==> config.mk <==
export PLATFORM = sky130hd
export DESIGN_NAME = sorted_point_convex_hull
export DESIGN_NICKNAME = d
export VERILOG_FILES = /design/src/sv/spch_pkg.sv /design/src/sv/spch_datapath.sv /design/src/sv/spch_ctrl.sv /design/src/sv/sorted_point_convex_hull.sv
export SDC_FILE = /design/constraint.sdc
export NUM_CORES = 2
export LEC_CHECK = 0
export BUFFER_PORTS_ARGS = -buffer_cell sky130_fd_sc_hd__buf_4
export CAP_MARGIN = 20
export CORE_UTILIZATION = 31
export CTS_BUF_LIST = sky130_fd_sc_hd__clkbuf_8
export CTS_CLUSTER_DIAMETER = 50
export DETAILED_ROUTE_END_ITERATION = 10
export PLACE_DENSITY = 0.47
export SYNTH_ARGS = -nofsm -noshare
export SYNTH_HDL_FRONTEND = slang
export SYNTH_HIERARCHICAL = 1
export SYNTH_SLANG_ARGS = --single-unit
==> constraint.sdc <==
create_clock -name clock -period 18.1 [get_ports clock]
set_clock_uncertainty 0.15 [all_clocks]
set_input_delay 2.715 -clock clock [delete_from_list [all_inputs] [get_ports clock]]
set_output_delay 2.715 -clock clock [all_outputs]
set_load 0.01 [all_outputs]
==> src/sv/spch_pkg.sv <==
// ----------------------------------------------------------------------------
// spch_pkg
// Shared types and constants for the sorted-point convex hull block.
// ----------------------------------------------------------------------------
package spch_pkg;

   // coordinate width, fixed by the 16-bit fields on both streams
   localparam int COORD_BITS = 16;

   typedef enum logic [3:0] {
      ST_LOAD,      // taking points
      ST_EMIT0,     // emit point 0
      ST_DN_INIT,   // load ref and initial best (last point)
      ST_DN_SCAN,   // scan candidates downward
      ST_DN_DONE,   // best is committed; maybe emit
      ST_UP_INIT,
      ST_UP_SCAN,
      ST_UP_DONE,
      ST_FINISH,    // mark last result
      ST_WAIT       // wait for output register to drain
   } state_type;

   // slope classes, ordered for comparison
   typedef enum logic [1:0] {
      CLS_NAN    = 2'd0,
      CLS_NEGINF = 2'd1,
      CLS_FINITE = 2'd2,
      CLS_POSINF = 2'd3
   } slope_cls_type;

   // datapath commands
   typedef enum logic [3:0] {
      CMD_NONE,
      CMD_STORE,     // write input point
      CMD_SET_REF,   // ref = store[pos], best init from ref and idx (sets best idx)
      CMD_CAND,      // compare candidate at idx against best
      CMD_COMMIT,    // pos = best
      CMD_EMIT_POS,  // emit store[pos]
      CMD_CLEAR      // reset count, overflow and pos
   } cmd_type;

   typedef struct packed {
      cmd_type    cmd;
      logic       up;       // reversed differences
      logic [5:0] idx;      // read index for SET_REF best / candidate
   } ctl_type;

endpackage

==> src/sv/spch_datapath.sv <==
// ----------------------------------------------------------------------------
// spch_datapath
// Point store, slope compare unit and position/best registers.
// ----------------------------------------------------------------------------
module spch_datapath import spch_pkg::*; #(
   parameter int MAX_POINTS = 32,
   parameter int IDX_BITS   = 5,
   parameter int CNT_BITS   = 6
) (
   input  logic                         clock,
   input  logic                         reset,
   input  ctl_type                      ctl,
   input  logic signed [COORD_BITS-1:0] in_x,
   input  logic signed [COORD_BITS-1:0] in_y,
   output logic [CNT_BITS-1:0]          count,
   output logic [CNT_BITS-1:0]          pos,
   output logic                         best_nan,
   output logic                         best_finite,
   output logic                         overflow,
   output logic signed [COORD_BITS-1:0] sel_x,
   output logic signed [COORD_BITS-1:0] sel_y
);
   localparam int DW = COORD_BITS + 1;
   localparam int PW = 2 * DW;

   logic signed [COORD_BITS-1:0] mem_x [MAX_POINTS];
   logic signed [COORD_BITS-1:0] mem_y [MAX_POINTS];

   logic [CNT_BITS-1:0] count_ff, count_in, pos_ff, pos_in, best_ff, best_in;
   logic                ovf_ff, ovf_in;
   logic signed [COORD_BITS-1:0] ref_x_ff, ref_y_ff;
   logic signed [DW-1:0] bnum_ff, bden_ff, bnum_in, bden_in;
   slope_cls_type        bcls_ff, bcls_in;

   logic signed [COORD_BITS-1:0] rx, ry;
   logic signed [DW-1:0]         dx, dy, cnum, cden;
   slope_cls_type                ccls;
   logic signed [PW-1:0]         lhs, rhs;
   logic                         less;

   assign rx = mem_x[ctl.idx[IDX_BITS-1:0]];
   assign ry = mem_y[ctl.idx[IDX_BITS-1:0]];

   // reference from the store at SET_REF, else from register
   always_comb begin
      logic signed [COORD_BITS-1:0] fx, fy;
      fx = (ctl.cmd == CMD_SET_REF) ? mem_x[pos_ff[IDX_BITS-1:0]] : ref_x_ff;
      fy = (ctl.cmd == CMD_SET_REF) ? mem_y[pos_ff[IDX_BITS-1:0]] : ref_y_ff;
      if (ctl.up) begin
         dx = DW'(fx) - DW'(rx);
         dy = DW'(fy) - DW'(ry);
      end else begin
         dx = DW'(rx) - DW'(fx);
         dy = DW'(ry) - DW'(fy);
      end
      cnum = dy[DW-1] ? -dx : dx;
      cden = dy[DW-1] ? -dy : dy;
      if (cden != '0)      ccls = CLS_FINITE;
      else if (cnum > 0)   ccls = CLS_POSINF;
      else if (cnum < 0)   ccls = CLS_NEGINF;
      else                 ccls = CLS_NAN;
      lhs  = PW'(cnum) * PW'(bden_ff);
      rhs  = PW'(bnum_ff) * PW'(cden);
      if (ccls == CLS_NAN || bcls_ff == CLS_NAN) less = 1'b0;
      else if (ccls != bcls_ff)                  less = ccls < bcls_ff;
      else if (ccls == CLS_FINITE)               less = lhs < rhs;
      else                                       less = 1'b0;
   end

   always_comb begin
      count_in = count_ff;
      ovf_in   = ovf_ff;
      pos_in   = pos_ff;
      best_in  = best_ff;
      bnum_in  = bnum_ff;
      bden_in  = bden_ff;
      bcls_in  = bcls_ff;
      unique case (ctl.cmd)
         CMD_STORE: begin
            if (count_ff < CNT_BITS'(MAX_POINTS)) count_in = count_ff + 1'b1;
            else                                  ovf_in   = 1'b1;
         end
         CMD_SET_REF: begin
            best_in = ctl.idx;
            bnum_in = cnum;
            bden_in = cden;
            bcls_in = ccls;
         end
         CMD_CAND: begin
            if (less) begin
               best_in = ctl.idx;
               bnum_in = cnum;
               bden_in = cden;
               bcls_in = ccls;
            end
         end
         CMD_COMMIT: pos_in = best_ff;
         CMD_CLEAR: begin
            count_in = '0;
            ovf_in   = 1'b0;
            pos_in   = '0;
         end
         default: ;
      endcase
   end

   always_ff @(posedge clock) begin
      if (reset) begin
         count_ff <= '0;
         ovf_ff   <= 1'b0;
         pos_ff   <= '0;
      end else begin
         count_ff <= count_in;
         ovf_ff   <= ovf_in;
         pos_ff   <= pos_in;
      end
      best_ff <= best_in;
      bnum_ff <= bnum_in;
      bden_ff <= bden_in;
      bcls_ff <= bcls_in;
      if (ctl.cmd == CMD_SET_REF) begin
         ref_x_ff <= mem_x[pos_ff[IDX_BITS-1:0]];
         ref_y_ff <= mem_y[pos_ff[IDX_BITS-1:0]];
      end
      if (ctl.cmd == CMD_STORE && count_ff < CNT_BITS'(MAX_POINTS)) begin
         mem_x[count_ff[IDX_BITS-1:0]] <= in_x;
         mem_y[count_ff[IDX_BITS-1:0]] <= in_y;
      end
   end

   assign count       = count_ff;
   assign pos         = pos_ff;
   assign best_nan    = (bcls_ff == CLS_NAN);
   assign best_finite = (bcls_ff == CLS_FINITE);
   assign overflow    = ovf_ff;
   assign sel_x       = mem_x[pos_ff[IDX_BITS-1:0]];
   assign sel_y       = mem_y[pos_ff[IDX_BITS-1:0]];

endmodule

==> src/sv/spch_ctrl.sv <==
// ----------------------------------------------------------------------------
// spch_ctrl
// Sequencer for load, downward and upward gift-wrapping walks and emission.
// ----------------------------------------------------------------------------
module spch_ctrl import spch_pkg::*; #(
   parameter int CNT_BITS = 6
) (
   input  logic                clock,
   input  logic                reset,
   input  logic                in_valid,
   input  logic                in_end,
   output logic                in_ready,
   input  logic [CNT_BITS-1:0] count,
   input  logic [CNT_BITS-1:0] pos,
   input  logic                best_nan,
   input  logic                best_finite,
   input  logic                out_free,    // output register can load
   output logic                emit,        // stage store[pos] as a result
   output logic                mark_last,   // send staged result as the final one
   output ctl_type             ctl
);
   state_type state_ff, state_in;
   logic [CNT_BITS-1:0] i_ff, i_in;

   always_ff @(posedge clock) begin
      if (reset) begin
         state_ff <= ST_LOAD;
         i_ff     <= '0;
      end else begin
         state_ff <= state_in;
         i_ff     <= i_in;
      end
   end

   always_comb begin
      state_in    = state_ff;
      i_in        = i_ff;
      in_ready    = 1'b0;
      emit        = 1'b0;
      mark_last   = 1'b0;
      ctl.cmd     = CMD_NONE;
      ctl.up      = 1'b0;
      ctl.idx     = '0;
      unique case (state_ff)
         ST_LOAD: begin
            in_ready = 1'b1;
            if (in_valid) begin
               ctl.cmd = CMD_STORE;
               if (in_end) state_in = ST_EMIT0;
            end
         end
         ST_EMIT0: begin
            // pos is 0 here
            if (out_free) begin
               emit     = 1'b1;
               state_in = ST_DN_INIT;
            end
         end
         ST_DN_INIT: begin
            if (count - pos > CNT_BITS'(1)) begin
               ctl.cmd  = CMD_SET_REF;
               ctl.idx  = count - 1'b1;
               i_in     = count - 1'b1;
               state_in = ST_DN_SCAN;
            end else begin
               state_in = ST_UP_INIT;
            end
         end
         ST_DN_SCAN: begin
            if (i_ff > pos + 1'b1) begin
               ctl.cmd = CMD_CAND;
               ctl.idx = i_ff - 1'b1;
               i_in    = i_ff - 1'b1;
            end else begin
               ctl.cmd  = CMD_COMMIT;
               state_in = ST_DN_DONE;
            end
         end
         ST_DN_DONE: begin
            if (best_nan) state_in = ST_DN_INIT;
            else if (out_free) begin
               emit     = 1'b1;
               state_in = ST_DN_INIT;
            end
         end
         ST_UP_INIT: begin
            if (pos != '0) begin
               ctl.cmd  = CMD_SET_REF;
               ctl.up   = 1'b1;
               ctl.idx  = '0;
               i_in     = CNT_BITS'(1);
               state_in = ST_UP_SCAN;
            end else begin
               state_in = ST_FINISH;
            end
         end
         ST_UP_SCAN: begin
            ctl.up = 1'b1;
            if (i_ff < pos) begin
               ctl.cmd = CMD_CAND;
               ctl.idx = i_ff;
               i_in    = i_ff + 1'b1;
            end else begin
               ctl.cmd  = CMD_COMMIT;
               state_in = ST_UP_DONE;
            end
         end
         ST_UP_DONE: begin
            if (pos == '0)        state_in = ST_FINISH;
            else if (!best_finite) state_in = ST_UP_INIT;
            else if (out_free) begin
               emit     = 1'b1;
               state_in = ST_UP_INIT;
            end
         end
         ST_FINISH: begin
            // staged result goes out flagged as the last one
            if (out_free) begin
               mark_last = 1'b1;
               ctl.cmd   = CMD_CLEAR;
               state_in  = ST_WAIT;
            end
         end
         ST_WAIT: begin
            if (out_free) state_in = ST_LOAD;
         end
         default: state_in = ST_LOAD;
      endcase
   end

endmodule

==> src/sv/sorted_point_convex_hull.sv <==
// ----------------------------------------------------------------------------
// sorted_point_convex_hull
// Gift-wrapping convex hull over a set of points sorted by y.
// ----------------------------------------------------------------------------
// Usage:
//   req_* takes one point per beat: tdata = {point_y, point_x}, tlast marks
//   the final point of the set. Points load at one per cycle into a register
//   file. Points past MAX_POINTS are dropped and flagged on every result.
//   On tlast, req_tready drops and the walk runs: each downward step scans
//   the remaining points once, each upward step scans the points below pos,
//   and every compare goes through the single shared slope compare unit
//   (two multiplies per cycle). The FINISH and WAIT states close the set.
//   rsp_* delivers hull points: tdata = {hull_y, hull_x}, tuser =
//   points_dropped, tlast on the final hull point. Each chosen point waits in
//   a staging register until the next one is chosen or the walk ends, so
//   tlast is known when it moves to the output register; the walk waits
//   while the output register is full and rsp_tready is low.
//   Reset (synchronous, active high) empties the set and the output.
// ----------------------------------------------------------------------------
module sorted_point_convex_hull import spch_pkg::*; #(
   parameter int MAX_POINTS = 32
) (
   input  logic        clock,
   input  logic        reset,
   input  logic        req_tvalid,
   output logic        req_tready,
   input  logic [31:0] req_tdata,   // [15:0] point_x, [31:16] point_y
   input  logic        req_tlast,   // set_end
   output logic        rsp_tvalid,
   input  logic        rsp_tready,
   output logic [31:0] rsp_tdata,   // [15:0] hull_x, [31:16] hull_y
   output logic        rsp_tlast,   // hull_end
   output logic        rsp_tuser    // points_dropped
);
   localparam int IDX_BITS = (MAX_POINTS > 1) ? $clog2(MAX_POINTS) : 1;
   localparam int CNT_BITS = $clog2(MAX_POINTS + 1);

   ctl_type             ctl;
   logic [CNT_BITS-1:0] count, pos;
   logic                best_nan, best_finite, overflow, emit, mark_last, out_free;
   logic                push;
   logic signed [COORD_BITS-1:0] sel_x, sel_y;

   logic        vld_ff, last_ff, drop_ff;
   logic [15:0] ox_ff, oy_ff;
   logic        stg_vld_ff, stg_drop_ff;
   logic [15:0] stg_x_ff, stg_y_ff;

   assign out_free = !vld_ff || rsp_tready;

   spch_ctrl #(.CNT_BITS(CNT_BITS)) u_ctrl (
      .clock, .reset,
      .in_valid(req_tvalid), .in_end(req_tlast), .in_ready(req_tready),
      .count, .pos, .best_nan, .best_finite,
      .out_free, .emit, .mark_last, .ctl
   );

   spch_datapath #(
      .MAX_POINTS(MAX_POINTS),
      .IDX_BITS(IDX_BITS), .CNT_BITS(CNT_BITS)
   ) u_dp (
      .clock, .reset, .ctl,
      .in_x(req_tdata[COORD_BITS-1:0]),
      .in_y(req_tdata[16 +: COORD_BITS]),
      .count, .pos, .best_nan, .best_finite, .overflow,
      .sel_x, .sel_y
   );

   // staged result moves out when a newer one is chosen or the walk ends
   assign push = (emit && stg_vld_ff) || mark_last;

   always_ff @(posedge clock) begin
      if (reset) begin
         vld_ff     <= 1'b0;
         last_ff    <= 1'b0;
         stg_vld_ff <= 1'b0;
      end else begin
         if (push) begin
            vld_ff  <= 1'b1;
            last_ff <= mark_last;
         end else if (rsp_tready) begin
            vld_ff  <= 1'b0;
         end
         if (emit)           stg_vld_ff <= 1'b1;
         else if (mark_last) stg_vld_ff <= 1'b0;
      end
      if (push) begin
         ox_ff   <= stg_x_ff;
         oy_ff   <= stg_y_ff;
         drop_ff <= stg_drop_ff;
      end
      if (emit) begin
         stg_x_ff    <= 16'(sel_x);
         stg_y_ff    <= 16'(sel_y);
         stg_drop_ff <= overflow;
      end
   end

   assign rsp_tvalid = vld_ff;
   assign rsp_tdata  = {oy_ff, ox_ff};
   assign rsp_tlast  = last_ff;
   assign rsp_tuser  = drop_ff;

`ifndef SYNTHESIS
   // no point taken while a walk is in progress or a non-final result is pending
   a_no_load_busy: assert property (@(posedge clock) disable iff (reset)
      req_tready |-> !vld_ff || last_ff)
      else $error("input taken during walk");
   // a result must not be overwritten while stalled
   a_no_overwrite: assert property (@(posedge clock) disable iff (reset)
      (vld_ff && !rsp_tready) |-> !push)
      else $error("result overwritten");
   // final flag only goes with a staged result
   a_last_held: assert property (@(posedge clock) disable iff (reset)
      mark_last |-> stg_vld_ff)
      else $error("end flag without result");
`endif

endmodule

# After elaboration in Yosys (flattened, before gate mapping)
# Memory sizes are Yosys's and may differ from the RTL's. A register that Yosys moved wholly into a read port is not among the register bits.
# Index checks and enable logic that the tools add are counted.
[classes] reduce_logical=23 mul=2 n_addsub=12 n_lt_le_gt_ge=8 eq_ne=31 n_mux=73
[op_table] op="17-bit two-way mux" count=6
[op_table] op="17-bit by 17-bit multiplier with 34-bit output" count=2
[op_table] op="17-bit case mux with 2 select lines" count=2
[op_table] op="16-bit by 16-bit subtractor with 17-bit output" count=4
[op_table] op="6-bit two-way mux" count=9
[op_table] op="4-bit two-way mux" count=12
[op_table] op="6-bit case mux with 4 select lines" count=2
[op_table] op="4-bit case mux with 10 select lines" count=1
[op_table] op="6-bit case mux with 2 select lines" count=3
[op_table] op="34-bit < comparator" count=1
[op_table] op="17-bit negation" count=2
[op_table] op="16-bit two-way mux" count=2
[op_table] op="4-bit by 3-bit == test with 1-bit output (second input constant)" count=6
[op_table] op="4-bit case mux with 6 select lines" count=1
[op_table] op="5-bit two-way mux" count=4
[op_table] op="6-bit by 1-bit adder with 6-bit output (second input constant)" count=3
[op_table] op="1-bit two-way mux" count=18
[op_table] op="17-bit by 1-bit > comparator with 1-bit output (second input constant)" count=1
[op_table] op="17-bit by 1-bit < comparator with 1-bit output (second input constant)" count=1
[op_table] op="17-bit nonzero test" count=1
[op_table] op="4-bit by 2-bit == test with 1-bit output (second input constant)" count=4
[op_table] op="2-bit != test (second input constant)" count=7
[op_table] op="3-bit two-way mux" count=4
[op_table] op="2-bit by 1-bit != test with 1-bit output (second input constant)" count=6
[op_table] op="other kinds (29)" count=47
[totals] elab_cells=171 output_inout_bits=36 input_bits=37 memories=2 ram_bits=1024 reg_bits=166
[mem_list] name="u_dp.mem_x" depth=32 width=16 read_ports=2 rd_ports_with_merged_regs=1 wr=1 line_no="spch_datapath.sv:26" source="logic signed [COORD_BITS-1:0] mem_x [MAX_POINTS];"
[mem_list] name="u_dp.mem_y" depth=32 width=16 read_ports=2 rd_ports_with_merged_regs=1 wr=1 line_no="spch_datapath.sv:27" source="logic signed [COORD_BITS-1:0] mem_y [MAX_POINTS];"

# Depth between registers and ports, before layout
[depth] ltp_word=20 depth_mapped=68 mapped_depth_nobuf=64

# Cells and area by module
# Netlist, hierarchy kept.
[by_module_without_submodules] mod="spch_datapath" area_each_um2=76409.5 cells_per_inst=5295 n_inst=1 seq_area_each_um2=33011.7
[by_module_without_submodules] mod="sorted_point_convex_hull" area_each_um2=2105.8 cells_per_inst=78 n_inst=1 seq_area_each_um2=2042.0
[by_module_without_submodules] mod="spch_ctrl" area_each_um2=1918.1 cells_per_inst=250 n_inst=1 seq_area_each_um2=200.2

# Least setup slack after synthesis
# Ideal clock, no wire load.
[synth_path] path_kind="reg2reg" from="reg u_dp.count_ff[0] (netlist: u_dp/count[0])" to="reg u_dp.bcls_ff[0], enable pin" t_arrival_ns=17.295 path_stages_with_launch=65 setup_slack_ns=0.188 synth_period_minus_slack_ns=17.912 n_path_buf=8 cell_sequence="dfxtp_1 inv_1 ha_1 fa_1 or2b_1 a21oi_1 or2_2 a2111oi_4 nand2b_1 buf_6 o221ai_1 clkbuf_1 clkbuf_1 buf_1 mux4_2 mux4_2 mux2_2 ha_1 [29 not listed] o41a_1 o311a_1 o21ai_0 a21oi_1 o21bai_1 a21o_1 a21oi_1 xor2_1 ha_1 nand4_1 or2_2 nor3_1 o21ai_0 nand3_1 mux2i_1 a31oi_1 a311o_1 a31oi_1"
[synth_rtl] element="start, declared" line_no="spch_datapath.sv:29" source="logic [CNT_BITS-1:0] count_ff, count_in, pos_ff, pos_in, best_ff, best_in;"
[synth_rtl] element="start signal, assigned" line_no="spch_datapath.sv:113" source="count_ff <= count_in;"
[synth_rtl] element="end signal, assigned" line_no="spch_datapath.sv:120" source="bcls_ff <= bcls_in;"
[synth_rtl] element="end, declared" line_no="spch_datapath.sv:33" source="slope_cls_type bcls_ff, bcls_in;"

==> metrics.txt <==
Min-Delay Path Class=reg -> reg; Max Transition Viols Final=0; Slowest-stage cell, CP=xnor2_2; CTS tree=done; Synth Instances=5623; Final Hold Viols=0; top area cells in the synthesized netlist=edfxtp_1 (42%), mux4_2 (18%), fa_1 (15%); Clock Path Buffers=3; initial core utilization=between 30% and 40%; multi-input logic area=about 0.042 mm2; Synth Register Bits=approximately 1200; Hold Path Stages=0; Worst Max-Slew Pin Slew=around 1.2 ns; worst r2r src=u_dp/count[2]$_SDFFE_PP0P_; # rows=between 150 and 200; CP arrival=17.47 ns; Die H=511.4 um; clock latency on the worst-skew pair=0.98 ns; Pre-Repair DR Iteration Count=5; Die ar.=0.2615 mm2; Inst Count DP=just under 9000; slack of the worst reg-to-reg path=between 1 and 1.5 ns; layout cells sized above 1=between 20% and 30%; largest net degree at the start of global routing=between 60 and 70; commonest non-fill, non-tap cell in the layout=edfxtp_1; vias after detailed routing=~48000; Routed Antenna Nets=0; Async S/R FF share, synth=0%; initial drt markers=3400; TNS Setup=0 ns; GRT Resource Usage Total=a little under a fifth; Synth Net Count=about 6600; Final period util=93.84%; global-route wire length before repair=352500 um; Post-Layout Cell Count=slightly above 9000; fill cell count=approximately 25000; CP max stage delay=0.69 ns; Die W=between 500 and 600 um; clk sinks=roughly 1200; crit end category=flip-flop; Synth cell types=around 100; setup violators final=0; RSZ-0062 raised after global routing=false; # DRC=0; share of the synthesized area in the top cell type=between 40 and 50%; yosys warns=6; f_max=a little under 60 MHz; cts hold-fix bufs=0; Post-synth EDFFs=1132; hold_sp=stg_y_ff[15]$_DFFE_PP_; CP bufs+invs=8; Reg clk slew, reported paths=0.06 ns; crit path time final=16.99 ns; synthesized area per cell=~14 um2; Routability Congestion=between 0.8 and 0.9; htree depth=4; DPL Wire Length=around 160000 um; vias in the first global route=52006; via/cell ratio=5.137; Placeable Area=between 0.2 and 0.3 mm2; Req. time, crit path=18.59 ns; Rel. slew slack=a little over a fifth; type of origin of the critical path=flip-flop; cell area after synthesis=a little over 0.08 mm2; FF/Latch Area=between 0.03 and 0.04 mm2; Crit path max-delay family=adder cells; sequential fraction of the synthesis area=43.83%; max-cap check violation count=0; Worst Hold End=oy_ff[15]$_DFFE_PP_; Port Buffer Count=between 70 and 80; post-synth top area cell=edfxtp_1; CTS root buf=clkbuf_8; FF-to-FF path depth=56; I/O pins=73; crit-path most repeated cell=fa_1; initial antenna violation count=13; dpl ws=between 0.5 and 0.6 ns; drt total wl=approximately 240000 um; DR WL/cell=around 25 um; RR Endpoint=u_dp/bnum_ff[8]$_DFFE_PP_; Layout area overhead=11.92%; total CTS buffers=206; grt ovf=0; Final #Nets=6698; setup slack after layout=roughly 1.1 ns; Worst Path Max Fanout=46; outcome=finished clean; most frequent cells in the layout=edfxtp_1 (1132), inv_1 (816), mux4_2 (641); ys flop type=edfxtp_1; CP Class=reg -> reg
## cell type report
cell class                      count  area share [%]
Clock buffer                      212           3.241
Clock inverter                    169           1.213
Inverter                          771           3.215
Tap cell                         3384           4.704
Antenna cell                        3        0.008340
Multi-Input combinational cell   3363           46.24
Timing Repair Buffer              230           2.196
Sequential cell                  1195           39.18
## repair_timing
item / CTS / global route
resized for setup: 0 / 8
setup buffers: 0 / 6
setup endpoints to repair: 0 / 42
## state kept, by name, indices dropped and copies added, names as in the netlist, named ones only
register         flops
u_dp/ref_x_ff       16
u_dp/bcls_ff         2
stg_x_ff            16
u_dp/best_ff         6
rsp_tvalid           1
u_dp/count           6
stg_drop_ff          1
u_ctrl/i_ff          6
stg_vld_ff           1
oy_ff               16
u_dp/mem_y         512
rsp_tlast            1
u_dp/ref_y_ff       16
u_dp/bden_ff        17
u_dp/pos             6
u_dp/bnum_ff        17
u_ctrl/state_ff      4
ox_ff               16
u_dp/mem_x         512
u_dp/overflow        1
rsp_tuser            1
stg_y_ff            16
## Yosys cell counts, types with 62 or more instances
cell and number:
and2_1 199, o21ai_0 79, nor2_1 205, clkbuf_1 203
nand2_1 415, xnor2_1 96, a21o_1 71, fa_1 597
buf_1 62, ha_1 297, inv_1 768, nor2b_1 68
mux4_2 641, dfxtp_1 63, edfxtp_1 1132, a21oi_1 145
## worst reg2reg max path: cells and delay by family (launching register included)
kind | cells | cell delay, ns
AO/OA/AOI/OAI | 17 | 4.20
XOR/XNOR | 3 | 1.25
adder cells (fa/ha/maj) | 10 | 4.55
buffers and inverters | 8 | 1.43
flip-flops | 1 | 0.63
multiplexers | 5 | 2.06
AND/OR/NAND/NOR | 13 | 2.39
## per-layer routing
| metal | up-vias | global-route usage, % | wire length, um |
|---|---|---|---|
| met1 | 25761 | 23.26 | 99150 |
| met3 | 292 | 2.392 | 9697 |
| met5 | - | 0 | 62 |
| met4 | 10 | 4.076 | 4665 |
| met2 | 1153 | 32.85 | 123700 |
| li1 | 20693 | - | - |
## worst max path at each step
stage	start	to	slack, ns	cells after the start
5_1_grt	u_dp/pos[1]$_SDFFE_PP0N_	u_dp/bnum_ff[8]$_DFFE_PP_	0.12	61
3_5_place_dp	u_dp/count[2]$_SDFFE_PP0P_	u_dp/bnum_ff[0]$_DFFE_PP_	0.50	55
2_1_floorplan	u_dp/count[0]$_SDFFE_PP0P_	u_dp/bcls_ff[0]$_DFFE_PP_	0.19	64
4_1_cts	u_dp/count[2]$_SDFFE_PP0P_	u_dp/bnum_ff[8]$_DFFE_PP_	0.46	55
3_3_place_gp	u_dp/count[2]$_SDFFE_PP0P_	u_dp/bnum_ff[1]$_DFFE_PP_	0.62	55
6_report	u_dp/count[2]$_SDFFE_PP0P_	u_dp/bnum_ff[8]$_DFFE_PP_	1.11	56
## cells by family (layout without fill, tap and decap cells)
family	after synthesis	in the layout	share of synthesized area (%)
AOI/OAI and AO/OA	493	493	4.052
DFF	1195	1195	43.83
muxes	734	734	19.18
xor gates and xnor gates	143	143	1.576
buffers and inverters	1065	1382	5.108
adders and majority gates	894	894	19.48
other	1	4	0.004662
and+or+nand+nor	1098	1098	6.775
## metrics by stage
step	utilization, %	hold slack, ns	area, um2
final	34.97	0.2601	90020
after global routing	34.97	0.2708	90020
after CTS	34.94	0.2655	89930
after detailed placement	33.38	0.2557	85920
after global placement	33.38	0.2552	85920
after floorplan	-	0.2503	80430
Power is not shown: default switching activity piles up to over one toggle a cycle in this logic, so the estimate is an artifact.
